File: src/design/etok_pkg.sv
// Package for the expression tokenizer: item types, token codes, the queued
// command format and the character class helpers.
// No dependencies.
package etok_pkg;

   localparam int unsigned MAX_TOKEN_LEN_DEF = 32;
   // Token lengths are held in six bits, enough for the default buffer length of 32.
   localparam int unsigned LEN_W = 6;
   localparam int unsigned QUEUE_DEPTH = 2;
   localparam int unsigned QPTR_W = 1;
   localparam int unsigned QCNT_W = 2;
   localparam int unsigned KW_LEN = 5;

   localparam logic [3:0] TT_NUMBER   = 4'd0;
   localparam logic [3:0] TT_PRINT    = 4'd1;
   localparam logic [3:0] TT_IDENT    = 4'd2;
   localparam logic [3:0] TT_PLUS     = 4'd3;
   localparam logic [3:0] TT_MINUS    = 4'd4;
   localparam logic [3:0] TT_MULTIPLY = 4'd5;
   localparam logic [3:0] TT_DIVIDE   = 4'd6;
   localparam logic [3:0] TT_LPAREN   = 4'd7;
   localparam logic [3:0] TT_RPAREN   = 4'd8;
   localparam logic [3:0] TT_SEMI     = 4'd9;
   localparam logic [3:0] TT_END      = 4'd10;

   localparam logic [1:0] ST_OK       = 2'd0;
   localparam logic [1:0] ST_BAD_CHAR = 2'd1;
   localparam logic [1:0] ST_TOO_LONG = 2'd2;

   localparam logic [7:0] CH_NUL        = 8'h00;
   localparam logic [7:0] CH_TAB        = 8'h09;
   localparam logic [7:0] CH_CR         = 8'h0D;
   localparam logic [7:0] CH_SPACE      = 8'h20;
   localparam logic [7:0] CH_LPAREN     = 8'h28;
   localparam logic [7:0] CH_RPAREN     = 8'h29;
   localparam logic [7:0] CH_STAR       = 8'h2A;
   localparam logic [7:0] CH_PLUS       = 8'h2B;
   localparam logic [7:0] CH_MINUS      = 8'h2D;
   localparam logic [7:0] CH_SLASH      = 8'h2F;
   localparam logic [7:0] CH_ZERO       = 8'h30;
   localparam logic [7:0] CH_NINE       = 8'h39;
   localparam logic [7:0] CH_SEMI       = 8'h3B;
   localparam logic [7:0] CH_UPPER_A    = 8'h41;
   localparam logic [7:0] CH_UPPER_Z    = 8'h5A;
   localparam logic [7:0] CH_UNDERSCORE = 8'h5F;
   localparam logic [7:0] CH_LOWER_A    = 8'h61;
   localparam logic [7:0] CH_LOWER_Z    = 8'h7A;
   localparam logic [7:0] CH_P          = 8'h70;
   localparam logic [7:0] CH_R          = 8'h72;
   localparam logic [7:0] CH_I          = 8'h69;
   localparam logic [7:0] CH_N          = 8'h6E;
   localparam logic [7:0] CH_T          = 8'h74;

   typedef enum logic [1:0] {
      MODE_IDLE,
      MODE_NUM,
      MODE_IDENT,
      MODE_SKIP
   } scan_mode_type;

   typedef enum logic [1:0] {
      BK_IDLE,
      BK_READ,
      BK_LOAD,
      BK_TAIL
   } back_state_type;

   typedef struct packed {
      logic       action;
      logic [7:0] ch;
   } req_type;

   typedef struct packed {
      logic [3:0] token_type;
      logic [7:0] text_char;
      logic       token_last;
      logic       run_last;
      logic [1:0] status;
   } rsp_type;

   // One command per input item that gives results: an optional buffered
   // token to send, then an optional single result.
   typedef struct packed {
      logic             bank;
      logic [LEN_W-1:0] flush_len;
      logic [3:0]       flush_type;
      logic             has_tail;
      logic [3:0]       tail_type;
      logic [7:0]       tail_char;
      logic             tail_last;
      logic [1:0]       tail_status;
   } cmd_type;

   // The back end hands a token buffer bank back once it has read it out.
   typedef struct packed {
      logic valid;
      logic bank;
   } release_type;

   function automatic logic is_digit(input logic [7:0] c);
      return (c >= CH_ZERO) && (c <= CH_NINE);
   endfunction

   function automatic logic is_letter(input logic [7:0] c);
      return ((c >= CH_UPPER_A) && (c <= CH_UPPER_Z)) ||
             ((c >= CH_LOWER_A) && (c <= CH_LOWER_Z));
   endfunction

   function automatic logic is_space(input logic [7:0] c);
      return (c == CH_SPACE) || ((c >= CH_TAB) && (c <= CH_CR));
   endfunction

   function automatic logic is_operator(input logic [7:0] c);
      return (c == CH_PLUS) || (c == CH_MINUS) || (c == CH_STAR) ||
             (c == CH_SLASH) || (c == CH_LPAREN) || (c == CH_RPAREN) ||
             (c == CH_SEMI);
   endfunction

   function automatic logic [3:0] op_token(input logic [7:0] c);
      logic [3:0] t;
      case (c)
         CH_PLUS:   t = TT_PLUS;
         CH_MINUS:  t = TT_MINUS;
         CH_STAR:   t = TT_MULTIPLY;
         CH_SLASH:  t = TT_DIVIDE;
         CH_LPAREN: t = TT_LPAREN;
         CH_RPAREN: t = TT_RPAREN;
         CH_SEMI:   t = TT_SEMI;
         default:   t = TT_NUMBER;
      endcase
      return t;
   endfunction

   // Spelling of the print keyword, one character per position.
   function automatic logic [7:0] kw_char(input logic [2:0] pos);
      logic [7:0] c;
      case (pos)
         3'd0:    c = CH_P;
         3'd1:    c = CH_R;
         3'd2:    c = CH_I;
         3'd3:    c = CH_N;
         3'd4:    c = CH_T;
         default: c = CH_NUL;
      endcase
      return c;
   endfunction

endpackage

File: src/design/etok_ram.sv
// Generic single-port-write, single-port-read RAM with a registered read.
// No dependencies.
module etok_ram #(
   parameter int unsigned WIDTH = 8,
   parameter int unsigned DEPTH = 64
) (
   input  logic                     clock,
   input  logic                     wr_en,
   input  logic [$clog2(DEPTH)-1:0] wr_addr,
   input  logic [WIDTH-1:0]         wr_data,
   input  logic                     rd_en,
   input  logic [$clog2(DEPTH)-1:0] rd_addr,
   output logic [WIDTH-1:0]         rd_data
);

   logic [WIDTH-1:0] mem_ff [DEPTH];
   logic [WIDTH-1:0] rd_data_ff;

   always_ff @(posedge clock) begin
      if (wr_en) begin
         mem_ff[wr_addr] <= wr_data;
      end
      if (rd_en) begin
         rd_data_ff <= mem_ff[rd_addr];
      end
   end

   assign rd_data = rd_data_ff;

endmodule

File: src/design/etok_cmd_queue.sv
// Short command queue between the tokenizer front and back ends.
// Depends on etok_pkg.
module etok_cmd_queue (
   input  logic              clock,
   input  logic              reset,
   input  logic              push,
   input  etok_pkg::cmd_type push_data,
   output logic              full,
   input  logic              pop,
   output etok_pkg::cmd_type pop_data,
   output logic              empty
);
   import etok_pkg::*;

   cmd_type           entry_ff [QUEUE_DEPTH];
   logic [QPTR_W-1:0] wr_ptr_ff, wr_ptr_in;
   logic [QPTR_W-1:0] rd_ptr_ff, rd_ptr_in;
   logic [QCNT_W-1:0] count_ff, count_in;

   always_comb begin
      wr_ptr_in = push ? wr_ptr_ff + QPTR_W'(1) : wr_ptr_ff;
      rd_ptr_in = pop ? rd_ptr_ff + QPTR_W'(1) : rd_ptr_ff;
      count_in  = count_ff;
      if (push && !pop) begin
         count_in = count_ff + QCNT_W'(1);
      end else if (pop && !push) begin
         count_in = count_ff - QCNT_W'(1);
      end
   end

   always_ff @(posedge clock) begin
      if (reset) begin
         wr_ptr_ff <= '0;
         rd_ptr_ff <= '0;
         count_ff  <= '0;
      end else begin
         wr_ptr_ff <= wr_ptr_in;
         rd_ptr_ff <= rd_ptr_in;
         count_ff  <= count_in;
      end
   end

   always_ff @(posedge clock) begin
      if (push) begin
         entry_ff[wr_ptr_ff] <= push_data;
      end
   end

   assign pop_data = entry_ff[rd_ptr_ff];
   assign full     = (count_ff == QCNT_W'(QUEUE_DEPTH));
   assign empty    = (count_ff == '0);

endmodule

File: src/design/etok_front.sv
// Tokenizer front end: classifies each character, writes token text into
// the buffer RAM and queues one command per item that gives results.
// Depends on etok_pkg.
module etok_front #(
   parameter int unsigned MAX_TOKEN_LEN = etok_pkg::MAX_TOKEN_LEN_DEF
) (
   input  logic                                 clock,
   input  logic                                 reset,
   input  logic                                 req_valid,
   input  etok_pkg::req_type                    req_data,
   output logic                                 req_stall,
   input  logic                                 q_full,
   output logic                                 cmd_push,
   output etok_pkg::cmd_type                    cmd_data,
   output logic                                 wr_en,
   output logic [$clog2(2*MAX_TOKEN_LEN)-1:0]   wr_addr,
   output logic [7:0]                           wr_data,
   input  etok_pkg::release_type                bank_release
);
   import etok_pkg::*;

   localparam int unsigned AW = $clog2(2*MAX_TOKEN_LEN);

   scan_mode_type    mode_ff, mode_in;
   logic [LEN_W-1:0] len_ff, len_in;
   logic             kw_ff, kw_in;
   logic             bank_ff, bank_in;
   logic [1:0]       busy_ff, busy_in;

   logic             accept;
   logic             eol, skip, add_char, pending, flush_first;
   logic             too_long, writes, op_hit, invalid, needs_cmd;
   logic             wbank;
   logic [LEN_W-1:0] base_len;
   logic [7:0]       c;

   assign c        = req_data.ch;
   assign eol      = req_data.action;
   assign skip     = !eol && (mode_ff == MODE_SKIP);
   assign add_char = !eol && !skip &&
                     (is_digit(c) || is_letter(c) ||
                      ((c == CH_UNDERSCORE) && (mode_ff == MODE_IDENT)));
   assign op_hit   = !eol && !skip && !add_char && is_operator(c);
   assign invalid  = !eol && !skip && !add_char && !is_space(c) && !is_operator(c);
   assign pending  = ((mode_ff == MODE_NUM) || (mode_ff == MODE_IDENT)) && (len_ff != '0);

   // A letter right after digits closes the number and opens an identifier.
   assign flush_first = pending &&
                        (eol || (!skip && !add_char) ||
                         (is_letter(c) && (mode_ff == MODE_NUM)));
   assign base_len    = (flush_first || (mode_ff == MODE_IDLE)) ? '0 : len_ff;
   assign too_long    = add_char && (base_len >= LEN_W'(MAX_TOKEN_LEN));
   assign writes      = add_char && !too_long;
   assign wbank       = flush_first ? !bank_ff : bank_ff;
   assign needs_cmd   = eol || flush_first || too_long || op_hit || invalid;

   // Text may not go into a bank whose token the back end has not read yet.
   assign req_stall = (needs_cmd && q_full) || (writes && busy_ff[wbank]);
   assign accept    = req_valid && !req_stall;

   // Next-state logic.
   always_comb begin
      mode_in = mode_ff;
      len_in  = len_ff;
      kw_in   = kw_ff;
      bank_in = bank_ff;
      busy_in = busy_ff;
      if (bank_release.valid) begin
         busy_in[bank_release.bank] = 1'b0;
      end
      if (accept) begin
         if (flush_first) begin
            busy_in[bank_ff] = 1'b1;
            bank_in          = !bank_ff;
         end
         if (eol) begin
            mode_in = MODE_IDLE;
            len_in  = '0;
         end else if (skip) begin
            mode_in = MODE_SKIP;
         end else if (too_long || invalid) begin
            mode_in = MODE_SKIP;
            len_in  = '0;
         end else if (writes) begin
            if (is_letter(c) || (c == CH_UNDERSCORE) || (mode_ff == MODE_IDENT)) begin
               mode_in = MODE_IDENT;
            end else begin
               mode_in = MODE_NUM;
            end
            len_in = base_len + LEN_W'(1);
            kw_in  = ((base_len == '0) || kw_ff) &&
                     (base_len < LEN_W'(KW_LEN)) && (c == kw_char(base_len[2:0]));
         end else begin
            mode_in = MODE_IDLE;
            len_in  = '0;
         end
      end
   end

   // Output logic.
   always_comb begin
      cmd_push = accept && needs_cmd;
      wr_en    = accept && writes;
      wr_data  = c;
      wr_addr  = wbank ? AW'(MAX_TOKEN_LEN) + AW'(base_len) : AW'(base_len);

      cmd_data.bank        = bank_ff;
      cmd_data.flush_len   = flush_first ? len_ff : '0;
      if (mode_ff == MODE_NUM) begin
         cmd_data.flush_type = TT_NUMBER;
      end else if ((len_ff == LEN_W'(KW_LEN)) && kw_ff) begin
         cmd_data.flush_type = TT_PRINT;
      end else begin
         cmd_data.flush_type = TT_IDENT;
      end
      cmd_data.has_tail    = eol || too_long || op_hit || invalid;
      cmd_data.tail_type   = TT_NUMBER;
      cmd_data.tail_char   = CH_NUL;
      cmd_data.tail_last   = 1'b0;
      cmd_data.tail_status = ST_OK;
      if (eol) begin
         cmd_data.tail_type = TT_END;
         cmd_data.tail_last = 1'b1;
      end else if (too_long) begin
         cmd_data.tail_status = ST_TOO_LONG;
      end else if (op_hit) begin
         cmd_data.tail_type = op_token(c);
         cmd_data.tail_char = c;
         cmd_data.tail_last = 1'b1;
      end else if (invalid) begin
         cmd_data.tail_status = ST_BAD_CHAR;
      end
   end

   always_ff @(posedge clock) begin
      if (reset) begin
         mode_ff <= MODE_IDLE;
         len_ff  <= '0;
         kw_ff   <= 1'b0;
         bank_ff <= 1'b0;
         busy_ff <= '0;
      end else begin
         mode_ff <= mode_in;
         len_ff  <= len_in;
         kw_ff   <= kw_in;
         bank_ff <= bank_in;
         busy_ff <= busy_in;
      end
   end

endmodule

File: src/design/etok_back.sv
// Tokenizer back end: takes queued commands, reads buffered token text out
// of the RAM and drives the result register.
// Depends on etok_pkg.
module etok_back #(
   parameter int unsigned MAX_TOKEN_LEN = etok_pkg::MAX_TOKEN_LEN_DEF
) (
   input  logic                                 clock,
   input  logic                                 reset,
   input  logic                                 q_empty,
   input  etok_pkg::cmd_type                    q_data,
   output logic                                 q_pop,
   output logic                                 rd_en,
   output logic [$clog2(2*MAX_TOKEN_LEN)-1:0]   rd_addr,
   input  logic [7:0]                           rd_data,
   output etok_pkg::release_type                bank_release,
   output logic                                 rsp_valid,
   input  logic                                 rsp_stall,
   output etok_pkg::rsp_type                    rsp_data
);
   import etok_pkg::*;

   localparam int unsigned AW = $clog2(2*MAX_TOKEN_LEN);

   back_state_type   state_ff, state_in;
   cmd_type          cmd_ff, cmd_in;
   logic [LEN_W-1:0] idx_ff, idx_in;
   logic             rsp_valid_ff, rsp_valid_in;
   rsp_type          rsp_ff, rsp_in;

   logic             out_free;
   logic             last_char;
   logic [LEN_W-1:0] idx_next;

   assign out_free  = !rsp_valid_ff || !rsp_stall;
   assign idx_next  = idx_ff + LEN_W'(1);
   assign last_char = (idx_next == cmd_ff.flush_len);

   // Next-state logic.
   always_comb begin
      state_in = state_ff;
      case (state_ff)
         BK_IDLE: begin
            if (!q_empty) begin
               state_in = (q_data.flush_len != '0) ? BK_READ : BK_TAIL;
            end
         end
         BK_READ: state_in = BK_LOAD;
         BK_LOAD: begin
            if (out_free) begin
               if (!last_char) begin
                  state_in = BK_READ;
               end else if (cmd_ff.has_tail) begin
                  state_in = BK_TAIL;
               end else begin
                  state_in = BK_IDLE;
               end
            end
         end
         BK_TAIL: begin
            if (out_free) begin
               state_in = BK_IDLE;
            end
         end
         default: state_in = BK_IDLE;
      endcase
   end

   // Output logic.
   always_comb begin
      q_pop              = 1'b0;
      rd_en              = 1'b0;
      rd_addr            = cmd_ff.bank ? AW'(MAX_TOKEN_LEN) + AW'(idx_ff) : AW'(idx_ff);
      bank_release.valid = 1'b0;
      bank_release.bank  = cmd_ff.bank;
      cmd_in             = cmd_ff;
      idx_in             = idx_ff;
      rsp_in             = rsp_ff;
      rsp_valid_in       = rsp_valid_ff && rsp_stall;
      case (state_ff)
         BK_IDLE: begin
            if (!q_empty) begin
               q_pop  = 1'b1;
               cmd_in = q_data;
               idx_in = '0;
            end
         end
         BK_READ: rd_en = 1'b1;
         BK_LOAD: begin
            if (out_free) begin
               rsp_valid_in      = 1'b1;
               rsp_in.token_type = cmd_ff.flush_type;
               rsp_in.text_char  = rd_data;
               rsp_in.token_last = last_char;
               rsp_in.run_last   = last_char && !cmd_ff.has_tail;
               rsp_in.status     = ST_OK;
               idx_in            = idx_next;
               // The last character is out of the RAM, so the bank is free again.
               bank_release.valid = last_char;
            end
         end
         BK_TAIL: begin
            if (out_free) begin
               rsp_valid_in      = 1'b1;
               rsp_in.token_type = cmd_ff.tail_type;
               rsp_in.text_char  = cmd_ff.tail_char;
               rsp_in.token_last = cmd_ff.tail_last;
               rsp_in.run_last   = 1'b1;
               rsp_in.status     = cmd_ff.tail_status;
            end
         end
         default: begin
            rsp_valid_in = rsp_valid_ff && rsp_stall;
         end
      endcase
   end

   always_ff @(posedge clock) begin
      if (reset) begin
         state_ff     <= BK_IDLE;
         rsp_valid_ff <= 1'b0;
      end else begin
         state_ff     <= state_in;
         rsp_valid_ff <= rsp_valid_in;
      end
   end

   always_ff @(posedge clock) begin
      cmd_ff <= cmd_in;
      idx_ff <= idx_in;
      rsp_ff <= rsp_in;
   end

   assign rsp_valid = rsp_valid_ff;
   assign rsp_data  = rsp_ff;

endmodule

File: src/design/expression_tokenizer.sv
// Expression tokenizer top level: front end, command queue, two-bank token buffer
// RAM and back end. Depends on etok_pkg and all etok_ modules.
// Throughput: one character item per cycle into the front while req_stall is low.
// The back end reads each buffered character out of the registered RAM in a read
// state and then a load state before it reaches the result register.
// Reset clears all control state.
module expression_tokenizer #(
   parameter int unsigned MAX_TOKEN_LEN = etok_pkg::MAX_TOKEN_LEN_DEF
) (
   input  logic              clock,
   input  logic              reset,
   input  logic              req_valid,
   input  etok_pkg::req_type req_data,
   output logic              req_stall,
   output logic              rsp_valid,
   input  logic              rsp_stall,
   output etok_pkg::rsp_type rsp_data
);
   import etok_pkg::*;

   localparam int unsigned AW        = $clog2(2*MAX_TOKEN_LEN);
   localparam int unsigned RAM_DEPTH = 2*MAX_TOKEN_LEN;

   logic          q_full, q_empty, q_push, q_pop;
   cmd_type       q_push_data, q_pop_data;
   logic          wr_en, rd_en;
   logic [AW-1:0] wr_addr, rd_addr;
   logic [7:0]    wr_data, rd_data;
   release_type   bank_release;

   etok_front #(
      .MAX_TOKEN_LEN(MAX_TOKEN_LEN)
   ) u_front (
      .clock       (clock),
      .reset       (reset),
      .req_valid   (req_valid),
      .req_data    (req_data),
      .req_stall   (req_stall),
      .q_full      (q_full),
      .cmd_push    (q_push),
      .cmd_data    (q_push_data),
      .wr_en       (wr_en),
      .wr_addr     (wr_addr),
      .wr_data     (wr_data),
      .bank_release(bank_release)
   );

   etok_cmd_queue u_queue (
      .clock    (clock),
      .reset    (reset),
      .push     (q_push),
      .push_data(q_push_data),
      .full     (q_full),
      .pop      (q_pop),
      .pop_data (q_pop_data),
      .empty    (q_empty)
   );

   etok_ram #(
      .WIDTH(8),
      .DEPTH(RAM_DEPTH)
   ) u_text_ram (
      .clock  (clock),
      .wr_en  (wr_en),
      .wr_addr(wr_addr),
      .wr_data(wr_data),
      .rd_en  (rd_en),
      .rd_addr(rd_addr),
      .rd_data(rd_data)
   );

   etok_back #(
      .MAX_TOKEN_LEN(MAX_TOKEN_LEN)
   ) u_back (
      .clock       (clock),
      .reset       (reset),
      .q_empty     (q_empty),
      .q_data      (q_pop_data),
      .q_pop       (q_pop),
      .rd_en       (rd_en),
      .rd_addr     (rd_addr),
      .rd_data     (rd_data),
      .bank_release(bank_release),
      .rsp_valid   (rsp_valid),
      .rsp_stall   (rsp_stall),
      .rsp_data    (rsp_data)
   );

endmodule

File: config.mk
export PLATFORM = sky130hd
export DESIGN_NAME = expression_tokenizer
export DESIGN_NICKNAME = d
export VERILOG_FILES = /design/src/design/etok_pkg.sv /design/src/design/etok_ram.sv /design/src/design/etok_cmd_queue.sv /design/src/design/etok_front.sv /design/src/design/etok_back.sv /design/src/design/expression_tokenizer.sv
export SDC_FILE = /design/constraint.sdc
export NUM_CORES = 1
export LEC_CHECK = 0
export BUFFER_PORTS_ARGS = -buffer_cell sky130_fd_sc_hd__buf_2
export CAP_MARGIN = 20
export CELL_PAD_IN_SITES_DETAIL_PLACEMENT = 1
export CELL_PAD_IN_SITES_GLOBAL_PLACEMENT = 2
export CORE_MARGIN = 8
export CORE_UTILIZATION = 40
export CTS_BUF_LIST = sky130_fd_sc_hd__clkbuf_4
export CTS_CLUSTER_SIZE = 16
export DETAILED_ROUTE_END_ITERATION = 10
export PLACE_DENSITY = 0.76
export SYNTH_ARGS = -nofsm -noshare
export SYNTH_HDL_FRONTEND = slang
export SYNTH_SLANG_ARGS = --single-unit
export TNS_END_PERCENT = 100
File: constraint.sdc
create_clock -name clock -period 5.9 [get_ports clock]
set_input_delay 0.59 -clock clock [delete_from_list [all_inputs] [get_ports clock]]
set_output_delay 0.59 -clock clock [all_outputs]
set_load 0.05 [all_outputs]
==> report_table.html, run 1 <==
<table>
<tr><th>Metric</th><th>Value</th></tr>
<tr><th colspan="2">Global routing</th></tr>
<tr><td>Grt ovf</td><td>0</td></tr>
<tr><td>Number of global-route vias before repair</td><td>13910</td></tr>
<tr><td>Pin count of the biggest net entering global routing</td><td>77</td></tr>
<tr><td>Initial antenna violation count</td><td>6</td></tr>
<tr><td>Global-route usage over all layers</td><td>0.1801</td></tr>
<tr><td>Global-route wire length before repair</td><td>between 90000 and 100000 um</td></tr>
<tr><th colspan="2">Routing</th></tr>
<tr><td>Ratio of routed vias to standard cells</td><td>roughly 5.5</td></tr>
<tr><td>DRT Pass-1 Iters</td><td>5</td></tr>
<tr><td>Number of nets with antenna violations after detailed routing</td><td>0</td></tr>
<tr><td>Total Routed Length</td><td>around 64000 um</td></tr>
<tr><td>Number of DRC violations after detailed routing</td><td>0</td></tr>
<tr><td>First-iteration detailed-routing DRC count</td><td>roughly 1200</td></tr>
<tr><td>Vias</td><td>roughly 13000</td></tr>
<tr><td>Wire per inst</td><td>approximately 27 um</td></tr>
<tr><th colspan="2">Setup path</th></tr>
<tr><td>Path depth of the worst reg2reg path</td><td>7</td></tr>
<tr><td>Arrival time worst endpoint</td><td>between 3 and 4 ns</td></tr>
<tr><td>Data required time of the critical path</td><td>5.31 ns</td></tr>
<tr><td>Startpoint type of the worst setup path</td><td>register</td></tr>
<tr><td>Max FO, Critical Path</td><td>12</td></tr>
<tr><td>Worst Setup End Kind</td><td>output pin</td></tr>
<tr><td>Category of the most critical setup path</td><td>reg2out</td></tr>
<tr><th colspan="2">Logic synthesis</th></tr>
<tr><td>Synthesized-area fraction occupied by ao, oa, aoi and oai cells</td><td>0.02324</td></tr>
<tr><td>Synthesized area</td><td>~26000 um2</td></tr>
<tr><td>Dominant combinational cell family by area after synthesis</td><td>multiplexers</td></tr>
<tr><td>Most area-consuming cells after synthesis</td><td>edfxtp_1 72%, mux4_2 15%, mux2_2 1.7%</td></tr>
<tr><td>Top post-synthesis cells by count</td><td>617 x edfxtp_1, 168 x mux4_2, 91 x nor2_1</td></tr>
<tr><td>Sequential element share of the synthesized area</td><td>0.7400</td></tr>
<tr><td>Xor and xnor fraction of the mapped netlist area</td><td>0.007191</td></tr>
<tr><td>Distinct cell type count after synthesis</td><td>70</td></tr>
<tr><td>Share of async-settable or async-resettable flops after synthesis</td><td>0</td></tr>
<tr><td>Share of cell area taken by muxes after synthesis</td><td>0.1666</td></tr>
<tr><td>Fraction of the mapped netlist area in simple logic gates</td><td>0.04324</td></tr>
<tr><td>Synthesized flop and latch total</td><td>roughly 640</td></tr>
<tr><td>Number of enable flip-flop cells after synthesis</td><td>617</td></tr>
<tr><td>Portion of synthesized cell area occupied by the leading cell type</td><td>0.7244</td></tr>
<tr><td>Post-Syn Instances</td><td>approximately 1300</td></tr>
<tr><td>Count leader, synth</td><td>edfxtp_1</td></tr>
<tr><td>Mean cell area of the mapped netlist</td><td>20.23 um2</td></tr>
<tr><td>Post-synthesis share of cell area spent on full adders, half adders and majority gates</td><td>0.005381</td></tr>
<tr><td>Synth Flop Type</td><td>edfxtp_1</td></tr>
<tr><td>Warning count from the yosys run</td><td>0</td></tr>
<tr><td>Largest area contributor in the synthesized netlist</td><td>edfxtp_1</td></tr>
<tr><th colspan="2">Clock network</th></tr>
<tr><td>Post-CTS setup buffer count</td><td>0</td></tr>
<tr><td>Clk Tree Root Cell</td><td>clkbuf_4</td></tr>
<tr><td>Clock tree buffer depth</td><td>3</td></tr>
<tr><td>Clk sink count</td><td>637</td></tr>
<tr><td>Number of buffers added by the clock tree synthesis step</td><td>165</td></tr>
<tr><td>Clock insertion delay at the later pin of the skew report</td><td>1.00 ns</td></tr>
<tr><td>Htree depth</td><td>4</td></tr>
<tr><td>Post-CTS clock slew at the launch and capture registers of the worst setup and hold paths</td><td>roughly 0.060 ns</td></tr>
<tr><td>TritonCTS clock tree</td><td>done</td></tr>
<tr><th colspan="2">Cells and area</th></tr>
<tr><td>Util after Layout</td><td>0.4573</td></tr>
<tr><td>Ratio of cells with drive above 1 in the final layout</td><td>0.3550</td></tr>
<tr><td>Area growth, synth to finish</td><td>13.00%</td></tr>
<tr><td>Nets@finish</td><td>1445</td></tr>
<tr><td>Post-route insts no fill</td><td>approximately 2400</td></tr>
<tr><td>Final cell area excluding filler cells</td><td>a little under 30000 um2</td></tr>
<tr><th colspan="2">Outcome</th></tr>
<tr><td>Status</td><td>finished clean</td></tr>
<tr><th colspan="2">Floorplanning</th></tr>
<tr><td>Die extent in y</td><td>268.9 um</td></tr>
<tr><td>Row cnt</td><td>92</td></tr>
<tr><td>Initial core utilization</td><td>0.4047</td></tr>
<tr><td>I/O pins</td><td>31</td></tr>
<tr><td>Die boundary width</td><td>~270 um</td></tr>
<tr><td>Overall die area</td><td>72290 um2</td></tr>
<tr><td>Core area</td><td>around 63000 um2</td></tr>
<tr><th colspan="2">Power and ir drop</th></tr>
<tr><td>Pwr Total</td><td>~13 mW</td></tr>
<tr><td>IR Drop Worst-Case VDD</td><td>approximately 0.26 mV</td></tr>
<tr><td>Pwr/cell area</td><td>about 440 nW/um2</td></tr>
<tr><td>LEAKAGE</td><td>9.169 nW</td></tr>
<tr><th colspan="2">Flow run</th></tr>
<tr><td>Max-Cap Viols</td><td>0</td></tr>
<tr><th colspan="2">Timing</th></tr>
<tr><td>Max transition margin</td><td>0.2498</td></tr>
<tr><td>Final setup slack of the worst path</td><td>between 1 and 1.5 ns</td></tr>
<tr><td>Unrepaired setup endpoints after global routing</td><td>no</td></tr>
<tr><td>Final Cycle Share</td><td>0.7535</td></tr>
<tr><td># setup viols final</td><td>0</td></tr>
<tr><td>Tightest hold margin</td><td>between 0.1 and 0.15 ns</td></tr>
<tr><td>Max-slew violations</td><td>0</td></tr>
<tr><td>Setup TNS</td><td>0 ns</td></tr>
<tr><td>Maximum frequency from static timing analysis</td><td>0.2249 GHz</td></tr>
<tr><td>Worst slew pin tran</td><td>1.125 ns</td></tr>
<tr><td>Hold Violations, Final</td><td>0</td></tr>
<tr><td>Clk_skew</td><td>0.05605 ns</td></tr>
<tr><td>Final min period</td><td>between 4 and 5 ns</td></tr>
<tr><th colspan="2">Place</th></tr>
<tr><td>Total placed cells including tap cells</td><td>approximately 2100</td></tr>
<tr><td>Global placement routability congestion</td><td>about 0.81</td></tr>
<tr><td>Detail Placement HPWL</td><td>40540 um</td></tr>
<tr><td>Count of input and output buffers</td><td>30</td></tr>
<tr><td>Total cell area at the placement stage</td><td>around 27000 um2</td></tr>
<tr><td>Post-Place Worst Slack</td><td>approximately 0.77 ns</td></tr>
<tr><th colspan="2">Min path</th></tr>
<tr><td>Worst hold path depth</td><td>3</td></tr>
<tr><td>Worst min path class</td><td>in2reg</td></tr>
</table>
## report_power, final
| part | internal (mW) | switching, mW | leakage (nW) |
|---|---|---|---|
| Combinational | 1.51 | 1.77 | 2.18 |
| Clock | 2.05 | 1.79 | 1.24 |
| Sequential | 5.30 | 0.169 | 5.75 |
## cell usage in the layout (no fill, tap or decap), drive strengths merged, types with 7 or more instances in the layout
master	synthesis	routed
nand3	8	8
a21oi	17	17
and3	9	9
inv	21	24
clkinv	0	33
or3	13	13
mux4	168	168
dfxtp	20	20
nor4	7	7
nand2b	15	15
nand2	16	16
nand4	8	8
nor2	99	99
ha	11	11
xor2	12	12
edfxtp	617	617
mux2	38	38
and2	8	8
clkbuf	50	236
buf	20	54
xnor2	9	9
o21ai	10	10
nor3	10	10
## cells by family (layout without fill, tap and decap cells)
logic type / count (synthesis) / after routing
buffers and inverters: 91 / 359
AOI/OAI and AO/OA: 75 / 75
DFF: 637 / 637
adders and majority gates: 11 / 11
other: 1 / 10
and+or+nand+nor: 217 / 217
muxes: 211 / 211
xor gates and xnor gates: 21 / 21
## critical path, stage by stage (launching register included)
cell and delay (ns):
dfxtp_1 0.44, or3_1 0.41, o21ai_2 0.41, nor4_1 0.15, a31oi_1 0.66, o22ai_1 0.47
buf_2 0.34
## final cells by class
class / count / area (um2)
timing repair buffer: 57 / 417.9
fill: 5920 / 34290
clock inverter: 45 / 327.8
sequential: 637 / 18930
inverter: 21 / 78.83
antenna: 6 / 15.01
tap: 846 / 1059
multi-input combinational: 539 / 6304
clock buffer: 236 / 1772
## worst paths after layout
kind | startpoint | to | slack (ns)
worst max-delay path | u_front.len_ff[4] | req_stall | 1.45
worst min-delay path | req_valid | u_front.busy_ff[1] | 0.12
worst max register to register | u_front.len_ff[4] | u_text_ram.mem_ff[41][6] | 1.55
worst min register to register | u_queue.rd_ptr_ff | u_queue.rd_ptr_ff | 0.52
## metal layers
metal  up-vias  wire length (um)  GRT usage
li1       5612                 -          -
met1      6993             28260     0.2501
met3       102              4609    0.04486
met2       530             30240     0.2753
met5         -                 0          0
met4         0              1350    0.06575
## state kept, by name, summed over array words and instances, names as in the netlist, named ones only
name / flops
u_text_ram.mem_ff: 512
u_queue.entry_ff: 50
u_back.cmd_ff: 24
u_back.rsp_data: 16
u_text_ram.rd_data: 8
u_back.idx_ff: 6
u_front.len_ff: 6
u_back.state_ff: 2
u_front.busy_ff: 2
u_front.mode_ff: 2
u_queue.count_ff: 2
u_back.bank_release: 1
u_back.rsp_valid: 1
u_front.bank_ff: 1
u_front.kw_ff: 1
u_queue.rd_ptr_ff: 1
u_queue.wr_ptr_ff: 1
## what timing repair did
action | CTS | global route
endpoints found under the hold margin | 5 | 0
resized for setup | 0 | 0
hold buffers | 3 | 0
(Power assumes the default switching activity.)
==> run 2, diff against run 1 <==
- PLACE_DENSITY: 0.76 -> 0.78
- clock period: 5.9 -> 3.9 ns (I/O delays scaled with it)
==> report_table.html, run 2 (synthesis gave the netlist of run 1 again) <==
<table>
<tr><th>Metric</th><th>Value</th></tr>
<tr><th colspan="2">Outcome</th></tr>
<tr><td>Status</td><td>finished clean</td></tr>
<tr><th colspan="2">Cells and area</th></tr>
<tr><td>Final cell area excluding filler cells</td><td>29750 um2 (+2.9%)</td></tr>
<tr><td>Ratio of cells with drive above 1 in the final layout</td><td>0.3853 (+0.03027)</td></tr>
<tr><td>Nets@finish</td><td>1552 (+7.4%)</td></tr>
<tr><td>Max reg flops</td><td>512 (unchanged)</td></tr>
<tr><td>Top flop regs</td><td>u_text_ram.mem_ff: 512 flops, u_queue.entry_ff: 50 flops, u_back.cmd_ff: 24 flops</td></tr>
<tr><td>Register containing the most flip-flops in the final layout</td><td>u_text_ram.mem_ff</td></tr>
<tr><td>Most common library cell in the layout ignoring fill and taps</td><td>edfxtp_1</td></tr>
<tr><td>Area growth, synth to finish</td><td>16.31%</td></tr>
<tr><td>Leading cell types in the layout, fill and taps excluded</td><td>617 x edfxtp_1, 222 x clkbuf_4, 168 x mux4_2</td></tr>
<tr><th colspan="2">Routing</th></tr>
<tr><td>Metal3 WL</td><td>4592 um (-0.37%)</td></tr>
<tr><td>Total Routed Length</td><td>63450 um (-1.6%)</td></tr>
<tr><td>DRT Pass-1 Iters</td><td>7 (+2)</td></tr>
<tr><td>Met2 Wirelength</td><td>30520 um (+0.91%)</td></tr>
<tr><td>Number of nets with antenna violations after detailed routing</td><td>0 (unchanged)</td></tr>
<tr><td>First-iteration detailed-routing DRC count</td><td>1264 (+3.9%)</td></tr>
<tr><td>Ratio of routed vias to standard cells</td><td>5.421 (-2.2%)</td></tr>
<tr><td>Routed metal-1 wirelength</td><td>26900 um (-4.8%)</td></tr>
<tr><td>Uppermost layer routed</td><td>met5</td></tr>
<tr><td>Vias</td><td>13553 (+2.4%)</td></tr>
<tr><td>Number of DRC violations after detailed routing</td><td>0 (unchanged)</td></tr>
<tr><td>Wire per inst</td><td>25.38 um (-6.0%)</td></tr>
<tr><th colspan="2">Global routing</th></tr>
<tr><td>Initial antenna violation count</td><td>6 (unchanged)</td></tr>
<tr><td>Grt ovf</td><td>0 (unchanged)</td></tr>
<tr><td>Pin count of the biggest net entering global routing</td><td>77 (unchanged)</td></tr>
<tr><td>Global-route usage over all layers</td><td>0.1793 (-0.0008041)</td></tr>
<tr><td>Number of global-route vias before repair</td><td>14529 (+4.5%)</td></tr>
<tr><td>Global-route wire length before repair</td><td>94490 um (+0.34%)</td></tr>
<tr><th colspan="2">Power and ir drop</th></tr>
<tr><td>Part of the power in registers</td><td>0.431 (-0.003)</td></tr>
<tr><td>Pwr/cell area</td><td>642.8 nW/um2 (+47%)</td></tr>
<tr><td>IR Drop Worst-Case VDD</td><td>0.3254 mV (+23%)</td></tr>
<tr><td>Share of power burned in the clock network</td><td>0.291 (-0.014)</td></tr>
<tr><td>Portion of total power attributed to combinational logic</td><td>0.278 (+0.017)</td></tr>
<tr><td>Switching Power</td><td>5.806 mW (+55%)</td></tr>
<tr><td>Share of total power consumed by net switching</td><td>0.3036 (+0.007263)</td></tr>
<tr><td>LEAKAGE</td><td>9.715 nW (+6.0%)</td></tr>
<tr><td>Cell internal pwr</td><td>13.32 mW (+50%)</td></tr>
<tr><th colspan="2">Timing</th></tr>
<tr><td>Clk_skew</td><td>0.06425 ns (+0.008198 ns)</td></tr>
<tr><td>Max transition margin</td><td>0.3777 (+0.1279)</td></tr>
<tr><td>Final setup slack of the worst path</td><td>0.1444 ns (-1.310 ns)</td></tr>
<tr><td>Worst slew pin tran</td><td>0.9334 ns (-0.1919 ns)</td></tr>
<tr><td>Max-slew violations</td><td>0 (unchanged)</td></tr>
<tr><td>Final Cycle Share</td><td>0.9630</td></tr>
<tr><td>Hold Violations, Final</td><td>0 (unchanged)</td></tr>
<tr><td>Maximum frequency from static timing analysis</td><td>between 0.2 and 0.3 GHz</td></tr>
<tr><td># setup viols final</td><td>0 (unchanged)</td></tr>
<tr><td>Setup TNS</td><td>0 ns (unchanged)</td></tr>
<tr><td>Tightest hold margin</td><td>0.1178 ns (-0.006339 ns)</td></tr>
<tr><td>Unrepaired setup endpoints after global routing</td><td>no</td></tr>
<tr><td>Final min period</td><td>between 3 and 4 ns</td></tr>
<tr><th colspan="2">Floorplanning</th></tr>
<tr><td>Die boundary width</td><td>268.9 um (unchanged)</td></tr>
<tr><td>Row cnt</td><td>92 (unchanged)</td></tr>
<tr><td>Overall die area</td><td>72290 um2 (unchanged)</td></tr>
<tr><td>I/O pins</td><td>31 (unchanged)</td></tr>
<tr><td>Initial core utilization</td><td>0.4047 (unchanged)</td></tr>
<tr><td>Core area</td><td>63200 um2 (unchanged)</td></tr>
<tr><td>Die extent in y</td><td>268.9 um (unchanged)</td></tr>
<tr><th colspan="2">Setup path</th></tr>
<tr><td>Arrival time worst endpoint</td><td>3.37 ns (-0.49 ns)</td></tr>
<tr><td>List of cells traversed by the critical path</td><td>dlygate4sd3_1, buf_2, or4_4, o221ai_2, nand4_2, buf_4, nor3_1, a221oi_4, buf_4, o22ai_2, buf_4</td></tr>
<tr><td>Category of the most critical setup path</td><td>in2out</td></tr>
<tr><td>Gate family responsible for the most delay along the worst path</td><td>buffers and inverters</td></tr>
<tr><td>Worst Setup End Kind</td><td>output pin</td></tr>
<tr><td>Max FO, Critical Path</td><td>5 (-7)</td></tr>
<tr><td>Startpoint type of the worst setup path</td><td>input port</td></tr>
<tr><td>Worst path slowest cell</td><td>dlygate4sd3_1</td></tr>
<tr><td>Max incr delay on CP</td><td>0.58 ns (-0.08 ns)</td></tr>
<tr><td>Most used cell along the critical path</td><td>buf_4</td></tr>
<tr><td>Data required time of the critical path</td><td>3.51 ns (-1.80 ns)</td></tr>
<tr><td>Buf+Inv Stages, Crit Path</td><td>5 (+4)</td></tr>
<tr><th colspan="2">Place</th></tr>
<tr><td>Detail Placement HPWL</td><td>41080 um (+1.3%)</td></tr>
<tr><td>Post-Place Worst Slack</td><td>-0.02874 ns (-0.8011 ns)</td></tr>
<tr><td>Count of input and output buffers</td><td>30 (unchanged)</td></tr>
<tr><td>Global placement routability congestion</td><td>0.8387 (+4.1%)</td></tr>
<tr><td>Total cell area at the placement stage</td><td>27580 um2 (+3.2%)</td></tr>
<tr><th colspan="2">Min path</th></tr>
<tr><td>Worst min path class</td><td>in2reg</td></tr>
<tr><th colspan="2">Clock network</th></tr>
<tr><td>Clock insertion delay at the later pin of the skew report</td><td>1.02 ns (+0.02 ns)</td></tr>
<tr><td>Number of buffers added by the clock tree synthesis step</td><td>162 (-1.8%)</td></tr>
<tr><td>TritonCTS clock tree</td><td>done</td></tr>
<tr><td>Clk sink count</td><td>637 (unchanged)</td></tr>
<tr><td>Post-CTS clock slew at the launch and capture registers of the worst setup and hold paths</td><td>0.06 ns (about the same)</td></tr>
<tr><td>Htree depth</td><td>4 (unchanged)</td></tr>
<tr><td>Clk Tree Root Cell</td><td>clkbuf_4</td></tr>
<tr><td>Clock tree buffer depth</td><td>3 (unchanged)</td></tr>
<tr><td>Post-CTS setup buffer count</td><td>0 (unchanged)</td></tr>
<tr><th colspan="2">Flow run</th></tr>
<tr><td>Max-Cap Viols</td><td>0 (unchanged)</td></tr>
</table>
[run 2: changes by cell type in the layout (fill, tap and decap cells not counted), sizes merged]
cell | before | now
buf | 54 | 157
clkinv | 33 | 53
clkbuf | 236 | 222
dlygate4sd3 | 3 | 10
bufinv | 5 | 3
clkinvlp | 4 | 2
inv | 24 | 25
[run 2: repair_timing]
item                                   4_1_cts  5_1_grt
hold buffers                                10        0
endpoints found under the hold margin      160        0
resized for setup                            2        1
setup endpoints to repair                    1        1
[run 2: per-stage QoR]
stage	std cells	util	power (mW)
floorplan	1267	-	11.72
global placement	2199	0.4364	13.57
detailed placement	2199	0.4364	13.70
CTS	2493	0.4700	19.34
global route	2498	0.4707	19.96
finish	2500	0.4708	19.12
[run 2: worst paths after layout]
check | startpoint | endpoint | slack [ns] | depth (start not counted)
min | req_data[6] | u_queue.entry_ff[0][13] | 0.12 | 4
max | req_data[1] | req_stall | 0.14 | 11
min reg2reg | u_queue.rd_ptr_ff | u_queue.rd_ptr_ff | 0.53 | 2
max reg2reg | u_front.len_ff[0] | u_front.kw_ff | 0.44 | 12
[run 2: cell type report]
type | instances | area, um2
Sequential cell | 637 | 18930
Clock buffer | 222 | 1667
Clock inverter | 62 | 346.6
Multi-Input combinational cell | 539 | 6310
Inverter | 21 | 78.83
Timing Repair Buffer | 167 | 1346
Antenna cell | 6 | 15.01
Tap cell | 846 | 1059
Fill cell | 5937 | 33450
[run 2: worst reg2reg max path, cell delays in order (launching register included)]
cell	delay, ns
dfxtp_1	0.31
or3_1	0.44
o21ai_2	0.35
a21oi_2	0.08
nor2_2	0.22
nand2_1	0.16
ha_1	0.29
or2_2	0.32
and3_1	0.18
a2111oi_0	0.48
buf_4	0.20
mux2i_1	0.08
o41ai_2	0.26
[run 2: routing by layer]
layer	GRT usage	vias to the layer above
met5	0	-
met2	0.2823	484
met1	0.2355	7138
met3	0.05470	90
li1	-	5839
met4	0.06429	2
[run 2: power by group through the flow]
| stage | Combinational, mW | Clock, mW | Sequential (mW) |
|---|---|---|---|
| 6_report | 5.32 | 5.56 | 8.25 |
| 5_1_grt | 5.63 | 6.06 | 8.28 |
| 4_1_cts | 5.35 | 5.74 | 8.26 |
| 3_5_place_dp | 5.30 | 0 | 8.40 |
| 3_3_place_gp | 5.20 | 0 | 8.37 |
| 2_1_floorplan | 3.31 | 0 | 8.41 |
